File: config.mk
export PLATFORM = sky130hd
export DESIGN_NAME = resp_stream_parser_core
export DESIGN_NICKNAME = d
export VERILOG_FILES = /design/src/hw/rtl/rsp_pkg.sv /design/src/hw/rtl/resp_stream_parser_core.sv
export SDC_FILE = /design/constraint.sdc
export NUM_CORES = 1
export LEC_CHECK = 0
export ABC_CLOCK_PERIOD_IN_PS = 4030
export BUFFER_PORTS_ARGS = -buffer_cell sky130_fd_sc_hd__buf_2
export CAP_MARGIN = 30
export CELL_PAD_IN_SITES_DETAIL_PLACEMENT = 0
export CELL_PAD_IN_SITES_GLOBAL_PLACEMENT = 2
export CORE_MARGIN = 5
export CORE_UTILIZATION = 36
export CTS_BUF_LIST = sky130_fd_sc_hd__clkbuf_4
export CTS_CLUSTER_DIAMETER = 50
export DETAILED_ROUTE_END_ITERATION = 8
export PLACE_DENSITY = 0.8
export SYNTH_ARGS = -nofsm -noshare
export SYNTH_HDL_FRONTEND = slang
export SYNTH_SLANG_ARGS = --single-unit
File: constraint.sdc
create_clock -name clk -period 4.03 [get_ports clk]
set_input_delay 0 -clock clk [delete_from_list [all_inputs] [get_ports clk]]
set_output_delay 0 -clock clk [all_outputs]
set_load 0.01 [all_outputs]
File: src/hw/rtl/rsp_pkg.sv
// Shared types and constants for the RESP reply stream parser.
`default_nettype none

package rsp_pkg;

    // Width of the signed size value; the accumulator holds its magnitude, and overflow is judged against this width
    localparam int SIZE_BITS = 32;
    localparam int ACC_W     = SIZE_BITS + 4;

    // Magnitude limit 2^(SIZE_BITS-1)
    localparam logic [SIZE_BITS-1:0] SIZE_LIMIT = {1'b1, {(SIZE_BITS - 1){1'b0}}};

    // Value type codes
    localparam logic [2:0] VT_SIMPLE  = 3'd0;
    localparam logic [2:0] VT_ERROR   = 3'd1;
    localparam logic [2:0] VT_INTEGER = 3'd2;
    localparam logic [2:0] VT_BULK    = 3'd3;
    localparam logic [2:0] VT_ARRAY   = 3'd4;
    localparam logic [2:0] VT_UNKNOWN = 3'd5;

    // Item kinds
    localparam logic ITEM_HEADER  = 1'b0;
    localparam logic ITEM_CONTENT = 1'b1;

    // Number status codes
    localparam logic [1:0] NS_OK       = 2'd0;
    localparam logic [1:0] NS_NODIGITS = 2'd1;
    localparam logic [1:0] NS_OVERFLOW = 2'd2;

    // Protocol characters
    localparam logic [7:0] CH_PLUS   = 8'h2B;
    localparam logic [7:0] CH_MINUS  = 8'h2D;
    localparam logic [7:0] CH_COLON  = 8'h3A;
    localparam logic [7:0] CH_DOLLAR = 8'h24;
    localparam logic [7:0] CH_STAR   = 8'h2A;
    localparam logic [7:0] CH_CR     = 8'h0D;
    localparam logic [7:0] CH_LF     = 8'h0A;
    localparam logic [7:0] CH_ZERO   = 8'h30;
    localparam logic [7:0] CH_NINE   = 8'h39;

    // Parser phase, one-hot
    typedef enum logic [3:0] {
        PH_TYPE    = 4'b0001,
        PH_LINE    = 4'b0010,
        PH_PAYLOAD = 4'b0100,
        PH_TRAILER = 4'b1000
    } phase_t;

endpackage

`default_nettype wire

File: src/hw/rtl/resp_stream_parser_core.sv
// RESP reply stream parser: byte input register, parser state, result register.
// A byte that yields a result passes from the input register through the parser update into the result register.
// Throughput: one byte per cycle; the single-pass parser update between the input
// register and the result register sets this, and out_stall backs up through both stages.
// Reset (rst_n low, asynchronous): both stages empty, parser waits for a type byte,
// all line state cleared.
`default_nettype none

module resp_stream_parser_core (
    input  wire logic                clk,
    input  wire logic                rst_n,
    input  wire logic                in_valid,
    output logic                     in_stall,
    input  wire logic [7:0]          in_byte,
    output logic                     out_valid,
    input  wire logic                out_stall,
    output logic                     item_kind,
    output logic [2:0]               value_type,
    output logic signed [31:0]       size_value,
    output logic [7:0]               content_byte,
    output logic                     last_content,
    output logic [1:0]               number_status
);

    // Input stage
    logic       in_valid_reg;
    logic [7:0] in_byte_reg;

    // Parser state
    rsp_pkg::phase_t                phase_reg, phase_next;
    logic [2:0]                     line_type_reg, line_type_next;
    logic                           is_negative_reg, is_negative_next;
    logic [rsp_pkg::SIZE_BITS-1:0]  number_acc_reg, number_acc_next;
    logic                           digits_seen_reg, digits_seen_next;
    logic                           number_ended_reg, number_ended_next;
    logic                           overflowed_reg, overflowed_next;
    logic                           first_after_type_reg, first_after_type_next;
    logic                           null_bulk_reg, null_bulk_next;
    logic                           pending_cr_reg, pending_cr_next;
    logic [30:0]                    payload_left_reg, payload_left_next;
    logic [1:0]                     trailer_left_reg, trailer_left_next;

    // Result register
    logic        out_valid_reg;
    logic        item_kind_reg, item_kind_next;
    logic [2:0]  value_type_reg, value_type_next;
    logic [31:0] size_value_reg, size_value_next;
    logic [7:0]  content_byte_reg, content_byte_next;
    logic        last_content_reg, last_content_next;
    logic [1:0]  number_status_reg, number_status_next;
    logic        emit;

    // Pipeline control
    logic advance;
    logic proc_fire;

    assign advance   = !out_valid_reg || !out_stall;
    assign proc_fire = in_valid_reg && advance;
    assign in_stall  = in_valid_reg && !advance;

    // Decimal accumulate: acc*10 + digit, checked against the limit
    logic [rsp_pkg::ACC_W-1:0] acc_wide;
    logic [rsp_pkg::ACC_W-1:0] acc_step;
    logic [rsp_pkg::ACC_W-1:0] limit_wide;
    logic                      step_over;
    logic                      is_digit;

    assign acc_wide   = rsp_pkg::ACC_W'(number_acc_reg);
    assign acc_step   = (acc_wide << 3) + (acc_wide << 1)
                        + rsp_pkg::ACC_W'(in_byte_reg[3:0]);
    assign limit_wide = rsp_pkg::ACC_W'(rsp_pkg::SIZE_LIMIT);
    assign step_over  = acc_step > limit_wide;
    assign is_digit   = (in_byte_reg >= rsp_pkg::CH_ZERO) && (in_byte_reg <= rsp_pkg::CH_NINE);

    // Header number result from the current line state
    logic [1:0]                    num_status;
    logic [rsp_pkg::SIZE_BITS-1:0] num_signed;
    logic signed [63:0]            num_ext;

    always_comb
    begin
        if (!digits_seen_reg)
            num_status = rsp_pkg::NS_NODIGITS;
        else if (overflowed_reg || (!is_negative_reg && number_acc_reg == rsp_pkg::SIZE_LIMIT))
            num_status = rsp_pkg::NS_OVERFLOW;
        else
            num_status = rsp_pkg::NS_OK;
    end

    assign num_signed = (num_status != rsp_pkg::NS_OK) ? '0 :
                        (is_negative_reg ? (~number_acc_reg + 1'b1) : number_acc_reg);
    assign num_ext    = 64'(signed'(num_signed));

    // Parser step
    always_comb
    begin
        phase_next            = phase_reg;
        line_type_next        = line_type_reg;
        is_negative_next      = is_negative_reg;
        number_acc_next       = number_acc_reg;
        digits_seen_next      = digits_seen_reg;
        number_ended_next     = number_ended_reg;
        overflowed_next       = overflowed_reg;
        first_after_type_next = first_after_type_reg;
        null_bulk_next        = null_bulk_reg;
        pending_cr_next       = pending_cr_reg;
        payload_left_next     = payload_left_reg;
        trailer_left_next     = trailer_left_reg;

        emit                  = 1'b0;
        item_kind_next        = rsp_pkg::ITEM_HEADER;
        value_type_next       = rsp_pkg::VT_SIMPLE;
        size_value_next       = '0;
        content_byte_next     = '0;
        last_content_next     = 1'b0;
        number_status_next    = rsp_pkg::NS_OK;

        if (proc_fire)
        begin
            unique case (phase_reg)
                rsp_pkg::PH_TYPE:
                begin
                    unique case (in_byte_reg)
                        rsp_pkg::CH_PLUS:   line_type_next = rsp_pkg::VT_SIMPLE;
                        rsp_pkg::CH_MINUS:  line_type_next = rsp_pkg::VT_ERROR;
                        rsp_pkg::CH_COLON:  line_type_next = rsp_pkg::VT_INTEGER;
                        rsp_pkg::CH_DOLLAR: line_type_next = rsp_pkg::VT_BULK;
                        rsp_pkg::CH_STAR:   line_type_next = rsp_pkg::VT_ARRAY;
                        default:            line_type_next = rsp_pkg::VT_UNKNOWN;
                    endcase
                    is_negative_next      = 1'b0;
                    number_acc_next       = '0;
                    digits_seen_next      = 1'b0;
                    number_ended_next     = 1'b0;
                    overflowed_next       = 1'b0;
                    first_after_type_next = 1'b1;
                    null_bulk_next        = 1'b0;
                    pending_cr_next       = 1'b0;
                    phase_next            = rsp_pkg::PH_LINE;
                end

                rsp_pkg::PH_PAYLOAD:
                begin
                    emit              = 1'b1;
                    item_kind_next    = rsp_pkg::ITEM_CONTENT;
                    value_type_next   = rsp_pkg::VT_BULK;
                    content_byte_next = in_byte_reg;
                    if (payload_left_reg <= 31'd1)
                    begin
                        last_content_next = 1'b1;
                        payload_left_next = '0;
                        trailer_left_next = 2'd2;
                        phase_next        = rsp_pkg::PH_TRAILER;
                    end
                    else
                    begin
                        payload_left_next = payload_left_reg - 31'd1;
                    end
                end

                rsp_pkg::PH_TRAILER:
                begin
                    if (trailer_left_reg > 2'd1)
                        trailer_left_next = trailer_left_reg - 2'd1;
                    else
                    begin
                        trailer_left_next = '0;
                        phase_next        = rsp_pkg::PH_TYPE;
                    end
                end

                rsp_pkg::PH_LINE:
                begin
                    priority if (pending_cr_reg && in_byte_reg == rsp_pkg::CH_LF)
                    begin
                        // CR LF: line complete, emit header
                        pending_cr_next = 1'b0;
                        phase_next      = rsp_pkg::PH_TYPE;
                        emit            = 1'b1;
                        if (line_type_reg == rsp_pkg::VT_SIMPLE
                            || line_type_reg == rsp_pkg::VT_ERROR)
                        begin
                            value_type_next = line_type_reg;
                            size_value_next = 32'd1;
                        end
                        else if (line_type_reg > rsp_pkg::VT_ARRAY)
                        begin
                            value_type_next = rsp_pkg::VT_UNKNOWN;
                        end
                        else if (line_type_reg == rsp_pkg::VT_BULK && null_bulk_reg)
                        begin
                            value_type_next = rsp_pkg::VT_ERROR;
                        end
                        else
                        begin
                            value_type_next    = line_type_reg;
                            size_value_next    = num_ext[31:0];
                            number_status_next = num_status;
                            if (line_type_reg == rsp_pkg::VT_BULK
                                && num_status == rsp_pkg::NS_OK)
                            begin
                                payload_left_next = num_ext[30:0];
                                if (num_ext[30:0] != '0)
                                    phase_next = rsp_pkg::PH_PAYLOAD;
                                else
                                begin
                                    trailer_left_next = 2'd2;
                                    phase_next        = rsp_pkg::PH_TRAILER;
                                end
                            end
                        end
                    end
                    else if (in_byte_reg == rsp_pkg::CH_CR)
                    begin
                        // CR held pending; it ends a number
                        pending_cr_next = 1'b1;
                        if (line_type_reg >= rsp_pkg::VT_INTEGER
                            && line_type_reg <= rsp_pkg::VT_ARRAY)
                        begin
                            number_ended_next     = 1'b1;
                            first_after_type_next = 1'b0;
                        end
                    end
                    else
                    begin
                        pending_cr_next = 1'b0;
                        first_after_type_next = 1'b0;
                        if (line_type_reg == rsp_pkg::VT_SIMPLE
                            || line_type_reg == rsp_pkg::VT_ERROR)
                        begin
                            // Text byte of a simple string or error
                            emit              = 1'b1;
                            item_kind_next    = rsp_pkg::ITEM_CONTENT;
                            value_type_next   = line_type_reg;
                            content_byte_next = in_byte_reg;
                        end
                        else if (line_type_reg <= rsp_pkg::VT_ARRAY && !null_bulk_reg)
                        begin
                            // Numeric line byte: sign, digit or terminator
                            priority if (first_after_type_reg
                                         && line_type_reg == rsp_pkg::VT_BULK
                                         && in_byte_reg == rsp_pkg::CH_MINUS)
                                null_bulk_next = 1'b1;
                            else if (first_after_type_reg
                                     && (in_byte_reg == rsp_pkg::CH_PLUS
                                         || in_byte_reg == rsp_pkg::CH_MINUS))
                                is_negative_next = (in_byte_reg == rsp_pkg::CH_MINUS);
                            else if (!number_ended_reg && is_digit)
                            begin
                                digits_seen_next = 1'b1;
                                if (!overflowed_reg)
                                begin
                                    if (step_over)
                                        overflowed_next = 1'b1;
                                    else
                                        number_acc_next = acc_step[rsp_pkg::SIZE_BITS-1:0];
                                end
                            end
                            else
                                number_ended_next = 1'b1;
                        end
                    end
                end

                default:
                begin
                    phase_next = rsp_pkg::PH_TYPE;
                end
            endcase
        end
    end

    // Input register
    always_ff @(posedge clk or negedge rst_n)
    begin
        if (!rst_n)
            in_valid_reg <= 1'b0;
        else if (!in_stall)
            in_valid_reg <= in_valid;
    end

    always_ff @(posedge clk)
    begin
        if (!in_stall && in_valid)
            in_byte_reg <= in_byte;
    end

    // Parser state registers
    always_ff @(posedge clk or negedge rst_n)
    begin
        if (!rst_n)
        begin
            phase_reg            <= rsp_pkg::PH_TYPE;
            line_type_reg        <= '0;
            is_negative_reg      <= 1'b0;
            number_acc_reg       <= '0;
            digits_seen_reg      <= 1'b0;
            number_ended_reg     <= 1'b0;
            overflowed_reg       <= 1'b0;
            first_after_type_reg <= 1'b0;
            null_bulk_reg        <= 1'b0;
            pending_cr_reg       <= 1'b0;
            payload_left_reg     <= '0;
            trailer_left_reg     <= '0;
        end
        else
        begin
            phase_reg            <= phase_next;
            line_type_reg        <= line_type_next;
            is_negative_reg      <= is_negative_next;
            number_acc_reg       <= number_acc_next;
            digits_seen_reg      <= digits_seen_next;
            number_ended_reg     <= number_ended_next;
            overflowed_reg       <= overflowed_next;
            first_after_type_reg <= first_after_type_next;
            null_bulk_reg        <= null_bulk_next;
            pending_cr_reg       <= pending_cr_next;
            payload_left_reg     <= payload_left_next;
            trailer_left_reg     <= trailer_left_next;
        end
    end

    // Result register
    always_ff @(posedge clk or negedge rst_n)
    begin
        if (!rst_n)
            out_valid_reg <= 1'b0;
        else if (advance)
            out_valid_reg <= proc_fire && emit;
    end

    always_ff @(posedge clk)
    begin
        if (proc_fire && emit)
        begin
            item_kind_reg     <= item_kind_next;
            value_type_reg    <= value_type_next;
            size_value_reg    <= size_value_next;
            content_byte_reg  <= content_byte_next;
            last_content_reg  <= last_content_next;
            number_status_reg <= number_status_next;
        end
    end

    assign out_valid     = out_valid_reg;
    assign item_kind     = item_kind_reg;
    assign value_type    = value_type_reg;
    assign size_value    = signed'(size_value_reg);
    assign content_byte  = content_byte_reg;
    assign last_content  = last_content_reg;
    assign number_status = number_status_reg;

endmodule

`default_nettype wire

# ---- Word-level counts from Yosys, hierarchy flattened
# Cells that the tools add are included.
dict set report totals {
  output_inout_bits 49
  elab_cells 235
  reg_bits 136
  inputBits 12
}
dict set report classes {
  n_eq_ne 38
  reduce_logical 48
  muxes 109
  add_sub_neg 5
  bitwise 4
  n_lt_le_gt_ge 8
}
# op n
set op_table {}
lappend op_table {{$mux 32} 10}
lappend op_table {{$mux 31} 7}
lappend op_table {{$pmux 32 s2} 1}
lappend op_table {{$pmux 31 s2} 1}
lappend op_table {{$mux 1} 49}
lappend op_table {{$eq 8x6->1 const B} 5}
lappend op_table {{$add 35x33->36} 1}
lappend op_table {{$add 36x4->36} 1}
lappend op_table {{$gt 36x32->1 const B} 1}
lappend op_table {{$ne 2x2->1 const B} 18}
lappend op_table {{$add 32x1->32 const B} 1}
lappend op_table {{$eq 32x32->1 const B} 1}
lappend op_table {{$mux 4} 8}
lappend op_table {{$not 32->32} 1}
lappend op_table {{$le 31x1->1 const B} 1}
lappend op_table {{$reduce_bool 31->1} 1}
lappend op_table {{$sub 31x1->31 const B} 1}
lappend op_table {{$reduce_and 9->1} 3}
lappend op_table {{$mux 8} 3}
lappend op_table {{$mux 2} 10}
lappend op_table {{$mux 3} 6}
lappend op_table {{$ne 3x3->1 const B} 6}
lappend op_table {{$pmux 1 s2} 9}
lappend op_table {{$eq 8x4->1 const B} 2}
lappend op_table {{34 further kinds} 65}

# ---- Longest topological paths before layout
# Gate-level depths: netlist of run 1.
dict set report logic_depth {
  ltp_word 15
  mapped_depth 16
  mapped_depth_nobuf 14
}

# ---- Worst setup path before layout of run 1
# No wires, ideal clock.
dict set report synth_path {
  path_kind {register to register}
  startpoint {register in_byte_reg[3]}
  endpoint {register number_acc_reg[28] (netlist name)}
  required_time_ns 3.902
  path_buffers 2
  path_slack_ns -0.181
  period_less_slack_ns 4.211
  setup_ns 0.128
  path_stages_with_launch 16
  t_arrival_ns 4.083
  cell_sequence {edfxtp_1 > clkbuf_1 > inv_1 > fa_1 > fa_1 > nand2b_1 > a211oi_2 > o211ai_2 > o31ai_2 > a211oi_1 > o211ai_1 > xor2_1 > o31ai_2 > o21ai_2 > buf_6 > mux2_1}
}
dict set report synth_via {
  elab_chain_cells 11
  elab_cells_between_ends 31
  classes_between {add/sub (1); order compare (3); eq/ne (10); mux (10); reduce/logical (7)}
}
# item line_no
set synth_lines {}
lappend synth_lines {{start: declaration} resp_stream_parser_core.sv:27} ;# logic [7:0] in_byte_reg;
lappend synth_lines {{start signal: assignment} resp_stream_parser_core.sv:285} ;# in_byte_reg <= in_byte;
lappend synth_lines {{parallel branches: the longest is 11 deep, another holds $add 36x4->36} -}
lappend synth_lines {{end signal: assignment} resp_stream_parser_core.sv:311} ;# number_acc_reg <= number_acc_next;
lappend synth_lines {{end: declaration} resp_stream_parser_core.sv:33} ;# logic [rsp_pkg::SIZE_BITS-1:0] number_acc_reg, number_acc_next;
# Parallel ways; which one is timed is not known. The select of a mux whose other input is x is not followed.
# A chain may end at the register's enable or synchronous reset.

# ---- Worst setup path in the final report of run 1
dict set report layout_path {
  startpoint {register number_acc_reg[15] (netlist name)}
  endpoint {register number_acc_reg[21] (netlist name)}
}
dict set report layout_via {
  elab_chain_cells 12
  elab_cells_between_ends 15
  classes_between {add/sub (2); order compare (1); eq/ne (1); mux (10); reduce/logical (1)}
}
# item line_no
set layout_lines {}
lappend layout_lines {{$add 35x33->36 (*)} resp_stream_parser_core.sv:69} ;# assign acc_step = (acc_wide << 3) + (acc_wide << 1)
lappend layout_lines {{$add 36x4->36 (*)} resp_stream_parser_core.sv:70} ;# + rsp_pkg::ACC_W'(in_byte_reg[3:0]);
lappend layout_lines {{parallel branches: the longest is 10 deep, another holds $gt 36x32->1} -}
# Mark *: on every way between the ends. The select of a mux whose other input is x is not followed.

==> summary.txt, run 1 <==
Outcome
  – Outcome: finished, final reports clean

GRT
  – Pin count of the biggest net entering global routing: 42
  – Antenna violations before repair: 1
  – GR Layer Usage met1: 28.4%
  – Most Crowded Layer GR: met2
  – Gr ovfl total: 0
  – Met3 usage: 2.32%
  – GR Util All Layers: 19.2%
  – M2 GR Usage: 30.1%
  – Vias in the first global route: 8650
  – First-pass GRT wire length: 47500 um

Die
  – Die Width: 176 um
  – Core box area: 0.0270 mm2
  – Site Rows: 60
  – Io pins: 61
  – Die Ht: 176 um
  – Die area: 0.0308 mm2
  – Starting density of the core: 36.6%

Worst setup path
  – Worst path top cell family by delay: simple AND/OR/NAND/NOR gates
  – CP Capture Type: register
  – Maximum fanout along the worst path: 9
  – CP max stage delay: 0.42 ns
  – Most frequent CP cell: buf_4
  – CP Data Required Time: 4.48 ns
  – Worst path bufs/invs: 4
  – Critical Path AT: 4.40 ns
  – Crit path cell chain: buf_4, ha_1, ha_1, buf_4, nand2_1, nor3_1, nand2_1, a211oi_2, buf_4, nor3_2, xor2_1, o2111ai_2, nor4b_4, o21ai_4, clkbuf_16, mux2_4
  – Critical path's slowest cell: dfrtp_1
  – CP Class: reg2reg
  – Startpoint types: register

Final layout
  – Share of cells above drive strength 1: 25.4%
  – Fill cell count: 2603
  – # nets final: 1337
  – Finished Layout Cells: 1612
  – Layout area overhead: 22.3%
  – Area of the multi-input gates: 0.00607 mm2
  – Storage cell area: 0.00368 mm2
  – Post-layout util: 44.8%

Power and ir drop
  – Flop pwr share: 33.9%
  – VDD IR-drop max: 0.215 mV
  – Pleak: 5.29 nW
  – P_sw: 2.35 mW
  – Internal power: 3.05 mW
  – Clk pwr share: 16.8%
  – Net Sw Frac: 43.4%
  – Power share of the combinational group: 49.4%
  – Power per Cell Area: 447 mW/mm2

Drt
  – Routed Antenna Nets: 0
  – Vias per cell: 5.51
  – Drt pass-1 iters: 5
  – Per-cell routed wire length: 18.3 um
  – Via count: 8877
  – DR DRC count: 0
  – Detailed Route Iter0 Violations: 772
  – Final wirelength: 29600 um

Logic synthesis
  – Ranking of synthesized cells by area: dfrtp_1, edfxtp_1, ha_1
  – Flops & latches, synth: 136
  – Netlist cell types: 91
  – Commonest cells post-synth: nor2_1, nand2_1, dfrtp_1, o21ai_0, ha_1
  – Mapped Area: 0.00987 mm2
  – Synth warn: 0
  – Ys flop type: dfrtp_1
  – Syn Nets: 1164
  – Share of the synthesized area in the top cell type: 20.3%
  – Avg Synthesized Cell Area: 9.10 um2
  – Post-synthesis sequential area ratio: 37.3%
  – EDFF count, synth: 55
  – Post-Syn Instances: 1084
  – Most common cell in the netlist: nor2_1
  – Async S/R FF share, synth: 59.6%
  – Area leader, netlist: dfrtp_1

Timing
  – Tmin final: 3.95 ns
  – Setup Skew: 0.0237 ns
  – Final setup TNS: 0 ns
  – Fmax: 253 MHz
  – Final Hold Viols: 0
  – Setup violators final: 0
  – Worst-Margin Slew: 0.755 ns
  – Worst slew margin: 49.0%
  – Final worst slack: 0.0801 ns
  – Max-slew violations: 0
  – Tcrit/Tclk final: 98.0%
  – RSZ-0062 raised after global routing: true

Min path
  – Hold WC Path Type: in2reg

Clock tree
  – Worst skew pair latency: 0.57 ns
  – CTS root buf: clkbuf_4
  – Clock Pin Slew Worst Setup and Hold Paths: 0.16 ns
  – Num CTS Buffers: 17
  – CTS tree: yes
  – Clk buf depth: 2
  – Clock Sink Count: 136
  – H-tree levels: 4

Placed design
  – Port Buffers: 60
  – Gpl congestion: 0.878
  – DP Worst Slack: -0.170 ns
  – Post-Place Cells: 1544
  – Post-DP HPWL: 22800 um

Flow run
  – MaxCap Viol Count: 0
-- cell families (layout without fill, tap and decap cells) --
kind of cell               Yosys count  in the layout  synth area share [%]
AOI/OAI and AO/OA                  300            300                  20.2
xor gates and xnor gates            59             59                  5.31
adders and majority gates           68             68                  8.78
buffers and inverters               83            269                  3.45
DFF                                136            136                  37.3
muxes                               34             34                  4.40
other                                0              1                     0
and+or+nand+nor                    404            404                  20.6
-- worst register-to-register path: stages (launching register included) --
cell       delay, ns
dfrtp_1         0.42
buf_4           0.17
ha_1            0.29
ha_1            0.31
buf_4           0.15
nand2_1         0.14
nor3_1          0.30
nand2_1         0.16
a211oi_2        0.26
buf_4           0.18
nor3_2          0.05
xor2_1          0.26
o2111ai_2       0.18
nor4b_4         0.38
o21ai_4         0.13
clkbuf_16       0.20
mux2_4          0.29
-- what timing repair did --
action                                  4_1_cts  5_1_grt
resized for setup                            29       20
cloned                                        1        0
hold buffers                                 14        0
endpoints found under the setup margin       32       32
buffers inserted                             14        9
pin swaps                                    15        7
hold endpoints to repair                     58        0
-- final cells by class --
class,count,share of cell area [%]
Multi-Input combinational cell,865,50.3
Sequential cell,136,30.5
Timing Repair Buffer,206,12.4
Tap cell,341,3.53
Clock inverter,15,1.23
Clock buffer,17,1.06
Inverter,31,0.964
Antenna cell,1,0.0207
-- per-stage QoR --
stage | hold WS, ns | total power [mW] | instance area (um2)
floorplan | -0.296 | 3.33 | 9880
global placement | 0.0214 | 4.28 | 11300
detailed placement | 0.0313 | 4.30 | 11300
CTS | 0.0702 | 5.38 | 11900
global route | 0.0862 | 5.77 | 12100
finish | 0.123 | 5.40 | 12100
-- power by group through the flow --
stage | clock network, mW | registers [mW] | logic (mW)
after CTS | 0.938 | 1.82 | 2.62
after detailed placement | 0 | 1.85 | 2.45
after global placement | 0 | 1.85 | 2.43
after floorplan | 0 | 1.80 | 1.53
after global routing | 0.988 | 1.86 | 2.91
final | 0.905 | 1.83 | 2.66
-- placed cells by master, fill, tap and decap left out, types with 6 or more instances in the layout --
cell type,n
a21o_1,9
a21oi_1,61
a21oi_2,6
a22o_1,18
a31oi_1,10
and2_1,11
and3_1,7
buf_2,59
buf_4,127
clkbuf_4,17
dfrtp_1,79
dlygate4sd3_1,13
edfxtp_1,55
ha_1,63
inv_1,26
inv_6,9
mux2_4,20
mux2i_1,10
nand2_1,102
nand2b_1,7
nand3_1,22
nand3b_1,6
nand4_1,23
nor2_1,118
nor2b_1,13
nor3_1,36
nor4_1,14
o211ai_1,6
o21a_1,7
o21ai_0,75
o21ai_1,8
o22ai_1,16
o31ai_1,13
o41ai_1,6
xnor2_1,15
xor2_1,42
-- path summary, 6_finish.rpt --
check / startpoint / depth (start not counted) / slack, ns / endpoint
min reg2reg: trailer_left_reg[0] / 1 / 0.50 / trailer_left_reg[0]
max: number_acc_reg[15] / 16 / 0.08 / number_acc_reg[21]
max in group asynchronous: rst_n / 4 / 2.97 / payload_left_reg[22]
min: in_byte[6] / 2 / 0.12 / in_byte_reg[6]
min in group asynchronous: rst_n / 4 / 0.49 / number_acc_reg[0]
max reg2reg: number_acc_reg[15] / 16 / 0.08 / number_acc_reg[21]
-- layer usage --
layer  up-vias  wire length (um)
li1       4381                 -
met1      4265             14800
met2       198             13300
met3        33              1100
met4         0               405
met5         -                 0
Note: power is estimated with default switching activity, not from simulation.
==> inputs of run 2 (changes only) <==
CELL_PAD_IN_SITES_DETAIL_PLACEMENT = not set   (was 0)
CELL_PAD_IN_SITES_GLOBAL_PLACEMENT = not set   (was 2)
CORE_UTILIZATION = 50   (was 36)
PLACE_DENSITY = 0.72   (was 0.8)
==> summary.txt, run 2 (synthesis results as in run 1) <==
Placed design
  – Post-DP HPWL: 20200 um
  – Gpl congestion: 0.955
  – DP Worst Slack: -0.0835 ns
  – Post-placement cell area: 0.0110 mm2
  – Port Buffers: 60

Worst setup path
  – Critical Path AT: 4.59 ns
  – CP Class: reg2reg
  – Maximum fanout along the worst path: 5
  – CP Data Required Time: 4.48 ns
  – CP Capture Type: register
  – Startpoint types: register
  – FF-to-FF path depth: 17

Drt
  – Via count: 9049
  – DR DRC count: 0
  – Drt pass-1 iters: 7
  – Vias per cell: 6.00
  – Per-cell routed wire length: 17.9 um
  – Routed Antenna Nets: 0
  – Detailed Route Iter0 Violations: 786
  – Final wirelength: 27000 um

Final layout
  – Commonest non-fill, non-tap cells in the layout: nor2_1, nand2_1, buf_4, dfrtp_1, o21ai_0
  – Fin area: 0.0118 mm2
  – Share of cells above drive strength 1: 22.9%
  – Post-layout util: 60.8%
  – # nets final: 1309
  – Commonest non-fill, non-tap cell in the layout: nor2_1
  – Layout area overhead: 20.0%
  – Fill cell count: 1615

Power and ir drop
  – Clk pwr share: 18.1%
  – Power per Cell Area: 483 mW/mm2
  – VDD IR-drop max: 0.280 mV
  – Flop pwr share: 32.0%
  – Power share of the combinational group: 49.9%
  – P_sw: 2.31 mW
  – Pleak: 5.18 nW
  – Net Sw Frac: 40.3%
  – Internal power: 3.42 mW
  – Total power: 5.72 mW

Timing
  – Final Hold Viols: 0
  – Tmin final: 4.14 ns
  – Max-slew violations: 0
  – Worst-Margin Slew: 0.722 ns
  – Setup Skew: 0.0199 ns
  – Setup violators final: 29
  – Worst slew margin: 51.4%
  – Tcrit/Tclk final: 103%
  – Final setup TNS: -2.21 ns
  – Fmax: 242 MHz
  – Final worst slack: -0.105 ns
  – RSZ-0062 raised after global routing: true

Min path
  – Hold path cells: 2
  – Hold WC Path Type: in2reg

Die
  – Die Ht: 150 um
  – Starting density of the core: 50.7%
  – Die Width: 150 um
  – Core box area: 0.0195 mm2
  – Io pins: 61
  – Site Rows: 51
  – Die area: 0.0226 mm2

Clock tree
  – Num CTS Buffers: 17
  – Clock Pin Slew Worst Setup and Hold Paths: 0.13 ns
  – H-tree levels: 4
  – Clk buf depth: 2
  – Worst skew pair latency: 0.57 ns
  – CTS tree: yes
  – CTS root buf: clkbuf_4
  – Clock Sink Count: 136

GRT
  – Pin count of the biggest net entering global routing: 45
  – Vias in the first global route: 8606
  – Gr ovfl total: 0
  – First-pass GRT wire length: 44600 um
  – Antenna violations before repair: 1
  – GR Util All Layers: 24.7%

Outcome
  – Outcome: complete, but fails checks
  – Violated checks: negative setup slack

Flow run
  – MaxCap Viol Count: 0
run 2: cell count changes in the layout (fill, tap and decap cells not counted), sizes merged:
cell,change
clkbuf,-1
inv,-10
bufinv,+4
clkinvlp,+1
clkinv,+5
buf,-27
run 2: layout make-up:
| type | count | area, um2 | area share, % |
|---|---|---|---|
| Multi-Input combinational cell | 865 | 6030 | 51.0 |
| Inverter | 31 | 116 | 0.983 |
| Timing Repair Buffer | 178 | 1350 | 11.4 |
| Tap cell | 265 | 332 | 2.80 |
| Antenna cell | 1 | 2.50 | 0.0211 |
| Clock inverter | 15 | 201 | 1.70 |
| Clock buffer | 17 | 128 | 1.08 |
| Sequential cell | 136 | 3680 | 31.1 |
run 2: path summary, 6_finish.rpt:
check                                    start                  end  slack [ns]
setup / recovery                in_byte_reg[3]   number_acc_reg[20]       -0.11
hold / removal                      in_byte[4]       in_byte_reg[4]        0.14
setup reg to reg                in_byte_reg[3]   number_acc_reg[20]       -0.11
hold reg to reg            trailer_left_reg[0]  trailer_left_reg[0]        0.51
max in group asynchronous                rst_n   number_acc_reg[20]        2.99
min in group asynchronous                rst_n         in_valid_reg        0.48
run 2: worst max-delay path, stage by stage, from the launching register on:
cell	delay (ns)
edfxtp_1	0.42
inv_2	0.08
fa_2	0.47
fa_2	0.39
nand2b_4	0.17
a211oi_4	0.24
buf_4	0.16
nor2_2	0.03
xor2_1	0.22
nand4_1	0.21
a2111oi_4	0.35
nand4_1	0.18
nor4b_2	0.30
buf_4	0.16
o21ai_4	0.06
buf_6	0.16
buf_12	0.14
mux2_4	0.29
run 2: repair_timing:
item / 4_1_cts / 5_1_grt
endpoints found under the setup margin: 30 / 32
gates cloned: 3 / 0
setup buffers: 8 / 7
gates resized for setup: 29 / 18
hold buffers: 14 / 0
hold endpoints to repair: 86 / 0
pin swaps: 21 / 17
run 2: stage by stage:
step                      hold slack, ns  std cells
after floorplan                   -0.296       1084
after global placement            0.0107       1443
after detailed placement         0.00610       1443
after CTS                         0.0967       1500
after global routing               0.115       1508
final                              0.139       1508
run 2: per-layer routing:
metal  global-route usage, %  up-vias  share of wire [%]
met5                       0        -                  0
met4                    7.73        0                2.2
met1                    34.9     4346                 45
li1                        -     4322                  -
met2                    38.7      335                 46
met3                    4.24       46                6.6
run 2: power by group through the flow:
stage               clock network [mW]  registers [mW]  logic [mW]
global placement                     0            1.85        2.31
floorplan                            0            1.80        1.53
detailed placement                   0            1.85        2.34
finish                            1.04            1.83        2.85
global route                      1.12            1.86        3.09
CTS                               1.05            1.82        2.73
==> inputs of run 3 (changes only) <==
CELL_PAD_IN_SITES_DETAIL_PLACEMENT = 1   (was not set)
CELL_PAD_IN_SITES_GLOBAL_PLACEMENT = 1   (was not set)
CORE_UTILIZATION = 45   (was 50)
PLACE_DENSITY = 0.82   (was 0.72)
==> summary.txt, run 3 (synthesis results as in run 1) <==
Outcome
  – Outcome: complete, but fails checks
  – Violated checks: negative setup slack

Power and ir drop
  – P_sw: 2.52 mW
  – Net Sw Frac: 44.3%
  – Internal power: 3.18 mW
  – Clk pwr share: 16.1%
  – VDD IR-drop max: 0.212 mV
  – Power per Cell Area: 483 mW/mm2
  – Power share of the combinational group: 51.4%
  – Flop pwr share: 32.5%
  – Pleak: 5.17 nW

Placed design
  – Post-Place Cells: 1463
  – DP Worst Slack: -0.187 ns
  – Gpl congestion: 0.907
  – Port Buffers: 60
  – Post-DP HPWL: 24600 um

Final layout
  – Finished Layout Cells: 1527
  – # nets final: 1313
  – Share of cells above drive strength 1: 23.0%
  – Commonest non-fill, non-tap cells in the layout: nor2_1, nand2_1, buf_4, dfrtp_1, o21ai_0
  – Fill cell count: 2539
  – Layout area overhead: 19.6%
  – Commonest non-fill, non-tap cell in the layout: nor2_1

Die
  – Die Ht: 158 um
  – Die Width: 158 um
  – Starting density of the core: 45.5%
  – Die area: 0.0250 mm2
  – Site Rows: 54
  – Core box area: 0.0217 mm2
  – Io pins: 61

Timing
  – Final Hold Viols: 0
  – RSZ-0062 raised after global routing: true
  – Worst slew margin: 45.3%
  – Final worst slack: -0.319 ns
  – Worst-Margin Slew: 0.809 ns
  – Max-slew violations: 0
  – Fmax: 230 MHz
  – Setup Skew: 0.0303 ns
  – Tcrit/Tclk final: 108%
  – Tmin final: 4.35 ns
  – Setup violators final: 33

GRT
  – Vias in the first global route: 9878
  – GR Util All Layers: 27.7%
  – First-pass GRT wire length: 54700 um
  – Gr ovfl total: 0
  – Pin count of the biggest net entering global routing: 48
  – Antenna violations before repair: 1

Drt
  – Vias per cell: 6.31
  – DR DRC count: 0
  – Per-cell routed wire length: 23.3 um
  – Detailed Route Iter0 Violations: 884
  – Final wirelength: 35600 um
  – Drt pass-1 iters: 4
  – Via count: 9641
  – Routed Antenna Nets: 0

Worst setup path
  – Maximum fanout along the worst path: 5
  – CP Capture Type: register
  – Startpoint types: register
  – CP Data Required Time: 4.48 ns
  – CP Class: reg2reg
  – Critical Path AT: 4.80 ns

Clock tree
  – CTS tree: yes
  – CTS root buf: clkbuf_4
  – Worst skew pair latency: 0.59 ns
  – Num CTS Buffers: 17
  – Clock Pin Slew Worst Setup and Hold Paths: 0.15 ns
  – H-tree levels: 4
  – Clock Sink Count: 136
  – Clk buf depth: 2

Flow run
  – MaxCap Viol Count: 0

Min path
  – Hold WC Path Type: in2reg
[run 3: cell types whose count changed in the layout (fill, tap and decap cells not counted), moves of 2 or more]
cell       delta
buf_4         +7
inv_6         +4
bufinv_16     -3
buf_16        -2
clkinv_2      -2
nor2_1        +2
[run 3: repair_timing]
| item | CTS | global route |
|---|---|---|
| setup endpoints to repair | 33 | 33 |
| resized for setup | 28 | 15 |
| hold buffers | 14 | 0 |
| pin swaps | 17 | 14 |
| gates cloned | 1 | 1 |
| endpoints found under the hold margin | 63 | 0 |
| buffers inserted | 13 | 3 |
[run 3: worst paths after layout]
path | start | endpoint | slack, ns | cells past startpoint
min reg2reg | trailer_left_reg[0] | trailer_left_reg[0] | 0.51 | 1
min | in_byte[1] | in_byte_reg[1] | 0.11 | 2
max in group asynchronous | rst_n | number_acc_reg[18] | 2.99 | 4
max reg2reg | in_byte_reg[3] | number_acc_reg[8] | -0.32 | 16
min in group asynchronous | rst_n | payload_left_reg[5] | 0.33 | 3
max | in_byte_reg[3] | number_acc_reg[8] | -0.32 | 16
[run 3: worst max-delay path: stages, from the launching register on]
cell      delay [ns]
edfxtp_1        0.42
inv_2           0.07
fa_2            0.62
inv_2           0.07
ha_4            0.26
a21o_1          0.17
and4_4          0.28
o21ai_4         0.06
buf_4           0.16
a21boi_0        0.40
o21ai_0         0.20
nor3_1          0.18
nand4_1         0.20
nor4b_4         0.43
o21ai_4         0.18
buf_12          0.19
mux2_4          0.31
[run 3: layer usage]
| layer | global-route usage [%] | up-vias | share of wire (%) |
|---|---|---|---|
| li1 | - | 4320 | - |
| met1 | 36.5 | 4838 | 42 |
| met2 | 47.0 | 396 | 49 |
| met3 | 3.85 | 87 | 6.0 |
| met4 | 9.22 | 0 | 3.1 |
| met5 | 0 | - | 0 |
[run 3: per-stage QoR]
step / util (%) / hold WS, ns / setup TNS (ns) / instance area [um2] / power, mW
after floorplan: - / -0.296 / 0 / 9880 / 3.33
after global placement: 50.8 / 0.0624 / -0.448 / 11000 / 4.19
after detailed placement: 50.8 / 0.0576 / -4.69 / 11000 / 4.31
after CTS: 53.8 / 0.0920 / -1.66 / 11700 / 5.43
after global routing: 54.4 / 0.0945 / -12.01 / 11800 / 5.98
final: 54.4 / 0.110 / -8.96 / 11800 / 5.70
[run 3: area by class of cell]
cell class | count | area (um2) | share of cell area, %
Clock buffer | 18 | 135 | 1.14
Timing Repair Buffer | 182 | 1340 | 11.3
Antenna cell | 1 | 2.50 | 0.0212
Inverter | 31 | 116 | 0.986
Sequential cell | 136 | 3680 | 31.2
Tap cell | 280 | 350 | 2.97
Clock inverter | 14 | 139 | 1.18
Multi-Input combinational cell | 865 | 6040 | 51.2
[run 3: power by group through the flow]
stage	clock [mW]	sequential, mW	combinational [mW]
after floorplan	0	1.80	1.53
after global placement	0	1.84	2.34
after detailed placement	0	1.86	2.45
after CTS	0.919	1.84	2.67
after global routing	0.995	1.87	3.11
final	0.920	1.85	2.93
